**src/rtl/ptc_ram.sv**
```systemverilog
`default_nettype none

module ptc_ram #(
  parameter int WIDTH  = 8,
  parameter int DEPTH  = 128,
  parameter int ADDR_W = (DEPTH > 1) ? $clog2(DEPTH) : 1
) (
  input  wire logic              clk,
  input  wire logic              wr_en,
  input  wire logic [ADDR_W-1:0] wr_addr,
  input  wire logic [WIDTH-1:0]  wr_data,
  input  wire logic              rd_en,
  input  wire logic [ADDR_W-1:0] rd_addr,
  output logic      [WIDTH-1:0]  rd_data
);

  logic [WIDTH-1:0] mem [DEPTH];

  always_ff @(posedge clk) begin
    if (wr_en) begin
      mem[wr_addr] <= wr_data;
    end
    if (rd_en) begin
      rd_data <= mem[rd_addr];
    end
  end

endmodule

`default_nettype wire

```
**config.mk**
```make
export PLATFORM = sky130hd
export DESIGN_NAME = ptc_ram
export DESIGN_NICKNAME = d
export VERILOG_FILES = /design/src/rtl/ptc_ram.sv
export SDC_FILE = /design/constraint.sdc
export NUM_CORES = 1
export LEC_CHECK = 0
export ABC_CLOCK_PERIOD_IN_PS = 8200
export BUFFER_PORTS_ARGS = -buffer_cell sky130_fd_sc_hd__buf_2
export CORE_UTILIZATION = 67
export CTS_BUF_LIST = sky130_fd_sc_hd__clkbuf_16
export DETAILED_ROUTE_END_ITERATION = 8
export GPL_ROUTABILITY_DRIVEN = 1
export PLACE_DENSITY = 0.84
export SLEW_MARGIN = 20
export SYNTH_ARGS = -nofsm -noshare
export SYNTH_HDL_FRONTEND = slang
export SYNTH_SLANG_ARGS = --single-unit
export TNS_END_PERCENT = 5
```
**constraint.sdc**
```tcl
create_clock -name clk -period 8.2 [get_ports clk]
set_input_delay 2.05 -clock clk [delete_from_list [all_inputs] [get_ports clk]]
set_output_delay 2.05 -clock clk [all_outputs]
set_load 0.01 [all_outputs]
```
* Word-level counts from Yosys, hierarchy flattened *
Memory sizes are Yosys's and may differ from the RTL's. A register that Yosys moved wholly into a read port is not among the register bits.
Index checks and enable logic that the tools add are counted.

word-level totals
  register bits after elaboration = 0
  bits in writable memories = 1024
  input port bits = 25
  word-level logic and storage cells = 3
  memories kept = 1

operators by class
  multiplexer cells = 2

memory list
  name  words  width  rd ports  clocked after memory_dff  wr ports  RTL line  RTL
  mem   128    8      1         1                         1         17        logic [WIDTH-1:0] mem [DEPTH];

operators with widths
  kind              number
  2-to-1 mux 1 bit  2

* Longest topological paths before layout *
Gate-level depths: netlist of run 1.

  depth in word-level cells = 2
  gate-level depth with buffers = 7

* Least setup slack after synthesis of run 1 *
Ideal clock, no wire load.

  kind = input to register
  start point = in rd_addr[0]
  end point = reg rd_data[0], read port of mem, data pin
  setup time = 0.260 ns
  arrival time = 4.434 ns
  path slack = 3.507 ns
  cell stages on the path = 6
  path buffers = 2
  cells stage by stage = clkbuf_1 > buf_1 > mux4_2 > mux4_2 > mux4_2 > mux2_2

RTL lines
  item         RTL line  RTL
  from (decl)  13        input wire logic [ADDR_W-1:0] rd_addr,
  to (decl)    14        output logic [WIDTH-1:0] rd_data

==> impl_metrics.py, run 1 <==
metrics = {
    "synth": {
        "synthDistinctLibCells": 16,
        "synth_common_cells": "edfxtp_1, mux4_2, nor2_1",
        "async_flop_share": 0,
        "synth_edf_count": 1032,
        "syn_inst": 1635,
        "synthTopCellsByArea": "edfxtp_1, mux4_2, nor2_1",
        "syn_nets": 1660,
        "synth_top_cell_area_share": 0.780,
        "yosysTopAreaCell": "edfxtp_1",
        "synth.avg_cell_area_sq_um": 24.3,
        "synth_warnings": 0,
        "synth.ff_latch_count": 1032,
        "yosysMostFrequentCell": "edfxtp_1",
        "yosysSeqAreaShare": 0.780,
        "synthFlopType": "edfxtp_1",
        "synth_area_sq_mm": 0.0397,
    },
    "clock_network": {
        "post_cts_buffers": 0,
        "clk_pin_slew_ns": 0.07,
        "cts_buffers": 96,
        "h-tree-depth": 3,
        "insertion_delay_ns": 0.68,
        "cts-root-buf": "clkbuf_16",
        "cts_tree": "yes",
        "clk_path_buf_depth": 3,
        "cts_hold_buf": 0,
        "cts-resized-gates": 0,
        "clock-sinks": 1032,
    },
    "sta": {
        "finalSetupViolations": 0,
        "max_freq_mhz": 198,
        "fin_setup_tns_ns": 0,
        "worstMarginPinSlew_ns": 1.33,
        "fin_crit_sh": 0.617,
        "clock_skew_ns": 0.0234,
        "slew_headroom": 0.113,
        "period_needed_ns": 5.06,
        "finalMaxSlewViolations": 0,
        "hold_viol": 0,
        "rsz0062_at_grt": "false",
    },
    "setup_path": {
        "crit_path_start_kind": "input port",
        "cp_common_cell": "mux4_2",
        "critical_path_class": "in2reg",
        "crit_required_ns": 8.62,
        "crit_arrival_ns": 5.48,
        "slowest_delay_ns": 0.62,
        "path_cells": "buf_8, buf_12, mux4_2, mux4_2, mux4_2, mux2_2",
        "cpMaxStageDelayCell": "mux4_2",
        "path_max_fanout": 76,
        "endpoint_kind": "flop",
    },
    "drt": {
        "vias": 19400,
        "drt_pass1_iterations": 6,
        "ant_nets": 0,
        "vias_per_cell": 7.61,
        "drt_iter0_drc": 3331,
        "wl_per_cell_microns": 40.9,
        "drc": 0,
        "wirelength_microns": 104000,
    },
    "placement": {
        "port_buffers": 32,
        "hpwl_microns": 54100,
        "place_congestion": 0.853,
        "dp.cells": 2376,
    },
    "die": {
        "chipHeight_microns": 246,
        "ios": 33,
        "start_util": 0.684,
        "row_count": 88,
        "fp.dieW_microns": 246,
        "core_area_sq_mm": 0.0581,
        "die_area_sq_mm": 0.0603,
    },
    "finish": {
        "drive_gt1_frac": 0.306,
        "nets": 1735,
        "fin_cells": 2552,
        "area_growth_pct": 10.3,
    },
    "global_routing": {
        "grt_pass1_vias": 19700,
        "grt_overflow": 0,
        "antenna_found_initial": 7,
        "grt_util_all_layers": 0.361,
        "grt_max_degree": 129,
        "grt_pass1_wl_microns": 148000,
    },
    "min_path": {
        "holdCritPathClass": "reg2reg",
    },
    "flow_run": {
        "cap_violations": 0,
    },
    "power": {
        "p_total_uw": 10700,
        "p_per_area_mw_per_mm2": 245,
        "p_leak_uw": 0.0135,
        "vdd_drop_max_uv": 214,
    },
    "run_status": {
        "status": "finished, final reports clean",
    },
}
placed cells by master (no fill, tap or decap):
cell type and count:
edfxtp_1 1032, mux4_2 336, nor2_1 120, clkbuf_16 97, buf_4 38, clkinv_1 28
inv_1 21, buf_2 21, nand2_1 14, clkinv_2 14, nand3_1 11, mux2_2 8
nor2b_1 7, nor3_2 6, bufinv_16 6, inv_6 5, nand4_1 3, nand2b_1 2
nor3_4 2, nor2_2 2, buf_8 2, buf_6 2, buf_12 2, diode_2 1
or3_1 1, nor3_1 1, nand3_2 1, clkinv_8 1, clkinv_16 1, clkinvlp_4 1
buf_16 1
cells by family (layout without fill, tap and decap cells):
kind of cell | Yosys count | after routing | synth area share
DFF | 1032 | 1032 | 0.780
and+or+nand+nor | 170 | 170 | 0.0175
muxes | 344 | 344 | 0.193
buffers and inverters | 89 | 240 | 0.0101
other | 0 | 1 | 0
per-stage QoR:
step | area [sq um] | setup slack (ns) | util | hold WS (ns)
after floorplan | 39700 | 3.51 | - | 1.15
after global placement | 40800 | 2.50 | 0.702 | 1.20
after detailed placement | 40800 | 2.49 | 0.702 | 1.21
after CTS | 43800 | 3.11 | 0.753 | 1.24
after global routing | 43800 | 3.03 | 0.754 | 1.29
final | 43800 | 3.14 | 0.754 | 1.24
worst paths after layout:
check	slack, ns	depth (start not counted)	from	endpoint
setup / recovery	3.14	6	rd_addr[0]	rd_data[6]
hold / removal	1.24	4	mem[63][2]	rd_data[2]
setup reg to reg	5.54	4	mem[113][2]	rd_data[2]
hold reg to reg	1.24	4	mem[63][2]	rd_data[2]
area by class of cell:
cell class	instances	area [sq um]
clock inverters	77	532
multi-input cells	514	8420
well taps	765	957
diodes	1	2.50
fillers	2738	14300
clock buffers	97	2430
repair buffers	66	510
flip-flops and latches	1032	31000
critical path: cells and delay by family:
family / cells / cell delay, ns
multiplexers: 4 / 2.06
buffers and inverters: 2 / 1.05
flip-flops by register name, summed over array words and instances, names as in the netlist:
name,flops
mem,1024
rd_data,8
layer usage:
metal	routed length (microns)	vias up	track usage
met5	52	-	0
met4	5560	8	0.154
met3	12500	382	0.0777
met2	52100	1800	0.591
met1	34000	10100	0.478
li1	-	7169	-
where the power goes:
group          switching, uW  internal (uW)
Sequential              10.8           5830
Clock                   1990           2340
Combinational            336            211
Total                   2340           8380
(Power assumes the default switching activity.)
==> inputs of run 2 (changes only) <==
- ABC_CLOCK_PERIOD_IN_PS: 8200 -> 4800
- CORE_UTILIZATION: 67 -> 63
- PLACE_DENSITY: 0.84 -> 0.79
- clock period: 8.2 -> 4.8 ns (I/O delays scaled with it)
==> run 2 against run 1 <==
Compared with the run above:
- clock skew grew 0.0092 ns
- worst setup slack lost 1.9 ns
- utilization shrank 3.2 points
- non-clock buffer count grew 84
- critical path type unchanged
- largest power group unchanged
- highest routed layer unchanged
==> impl_metrics.py, run 2 (synthesis results as in run 1) <==
metrics = {
    "run_status": {
        "status": "finished, final reports clean",
    },
    "drt": {
        "drt_pass1_iterations": 7,
        "ant_nets": 0,
        "wirelength_microns": 99000,
        "wl_per_cell_microns": 36.5,
        "dr.max_layer_used": "met5",
        "route.met3.wl_microns": 11200,
        "vias": 19400,
        "drc": 0,
        "met2_wirelength_microns": 50100,
        "vias_per_cell": 7.16,
        "wl_met1_microns": 33700,
        "drt_iter0_drc": 2947,
    },
    "finish": {
        "design_area_sq_mm": 0.0448,
        "regMostFlops": "mem",
        "area_growth_pct": 12.8,
        "final_common_cell": "edfxtp_1",
        "drive_gt1_frac": 0.338,
        "nets": 1820,
        "reg_top3": "mem (1024), rd_data (8)",
        "fin_cells": 2712,
        "num-fill-cells": 3204,
        "largest_register_ffs": 1024,
        "layout_common_cells": "edfxtp_1, mux4_2, nor2_1",
    },
    "die": {
        "start_util": 0.641,
        "core_area_sq_mm": 0.0621,
        "row_count": 91,
        "die_area_sq_mm": 0.0641,
        "fp.dieW_microns": 253,
        "chipHeight_microns": 253,
        "ios": 33,
    },
    "setup_path": {
        "cp_common_cell": "mux4_2",
        "crit_path_start_kind": "input port",
        "crit_arrival_ns": 3.93,
        "slowest_delay_ns": 0.60,
        "crit_required_ns": 5.20,
        "cpMaxStageDelayCell": "mux4_2",
        "path_max_fanout": 47,
        "path_cells": "buf_8, buf_12, mux4_2, mux4_2, mux4_2, mux2_2",
        "endpoint_kind": "flop",
        "critical_path_class": "in2reg",
    },
    "power": {
        "p_leak_uw": 0.0141,
        "p_per_area_mw_per_mm2": 416,
        "vdd_drop_max_uv": 387,
        "p_total_uw": 18700,
    },
    "sta": {
        "clock_skew_ns": 0.0325,
        "rsz0062_at_grt": "false",
        "finalMaxSlewViolations": 0,
        "worstMarginPinSlew_ns": 1.25,
        "worst_hold_slack_ns": 0.950,
        "period_needed_ns": 3.53,
        "fin_crit_sh": 0.734,
        "max_freq_mhz": 284,
        "finalSetupViolations": 0,
        "fin_setup_tns_ns": 0,
        "hold_viol": 0,
        "slew_headroom": 0.165,
    },
    "clock_network": {
        "post_cts_buffers": 0,
        "insertion_delay_ns": 0.68,
        "cts_buffers": 97,
        "clk_path_buf_depth": 3,
        "clk_pin_slew_ns": 0.07,
        "cts_tree": "yes",
        "cts-resized-gates": 0,
        "h-tree-depth": 3,
        "cts-root-buf": "clkbuf_16",
        "clock-sinks": 1032,
        "cts_hold_buf": 0,
    },
    "placement": {
        "hpwl_microns": 52800,
        "dp.cells": 2533,
        "place_congestion": 0.852,
        "placed_area_sq_mm": 0.0417,
        "port_buffers": 32,
    },
    "global_routing": {
        "grt_pass1_wl_microns": 140000,
        "grt_max_degree": 102,
        "grt_overflow": 0,
        "antenna_found_initial": 6,
        "grt_pass1_vias": 19600,
        "grt_util_all_layers": 0.316,
    },
    "flow_run": {
        "cap_violations": 0,
    },
    "min_path": {
        "holdCritPathClass": "in2reg",
    },
}
run 2: cell count changes in the layout (fill, tap and decap cells not counted), moves of 2 or more:
cell and change:
buf_12 +11, buf_4 +76, buf_6 -2, bufinv_16 +5
clkbuf_16 +3, clkinv_1 -15, clkinv_2 +5, inv_1 +6
inv_16 +2, inv_6 -4, nor3_1 +6, nor3_2 -4
nor3_4 -2
run 2: per-stage QoR:
| stage | util | setup slack [ns] |
|---|---|---|
| after floorplan | - | 0.957 |
| after global placement | 0.671 | 0.639 |
| after detailed placement | 0.671 | 0.645 |
| after CTS | 0.722 | 1.31 |
| after global routing | 0.722 | 1.22 |
| final | 0.722 | 1.27 |
run 2: final cells by class:
cell class,count,area [sq um],area share
Sequential cell,1032,31000,0.691
Multi-Input combinational cell,514,8370,0.187
Clock buffer,100,2500,0.0558
Timing Repair Buffer,150,1250,0.0279
Tap cell,837,1050,0.0234
Clock inverter,77,664,0.0148
Antenna cell,2,5.00,0.000112
run 2: path summary, 6_finish.rpt:
| kind | start | endpoint | slack [ns] | depth (start not counted) |
|---|---|---|---|---|
| setup / recovery | rd_addr[0] | rd_data[0] | 1.27 | 6 |
| hold / removal | rd_en | rd_data[4] | 0.95 | 1 |
| setup reg to reg | mem[51][2] | rd_data[2] | 2.16 | 4 |
| hold reg to reg | mem[122][1] | rd_data[1] | 1.22 | 4 |
run 2: critical path, delay by kind of cell:
family | cells | cell delay (ns)
buffers and inverters | 2 | 0.59
multiplexers | 4 | 2.04
run 2: power by group:
group | total (uW) | internal [uW] | switching [uW]
clock | 7740 | 4370 | 3370
sequential | 9980 | 9960 | 17.1
combinational | 948 | 378 | 570
total | 18700 | 14700 | 3960
run 2: metal layers:
metal	up-vias	GRT usage
li1	7341	-
met1	10100	0.432
met2	1663	0.513
met3	268	0.0572
met4	6	0.133
met5	-	0
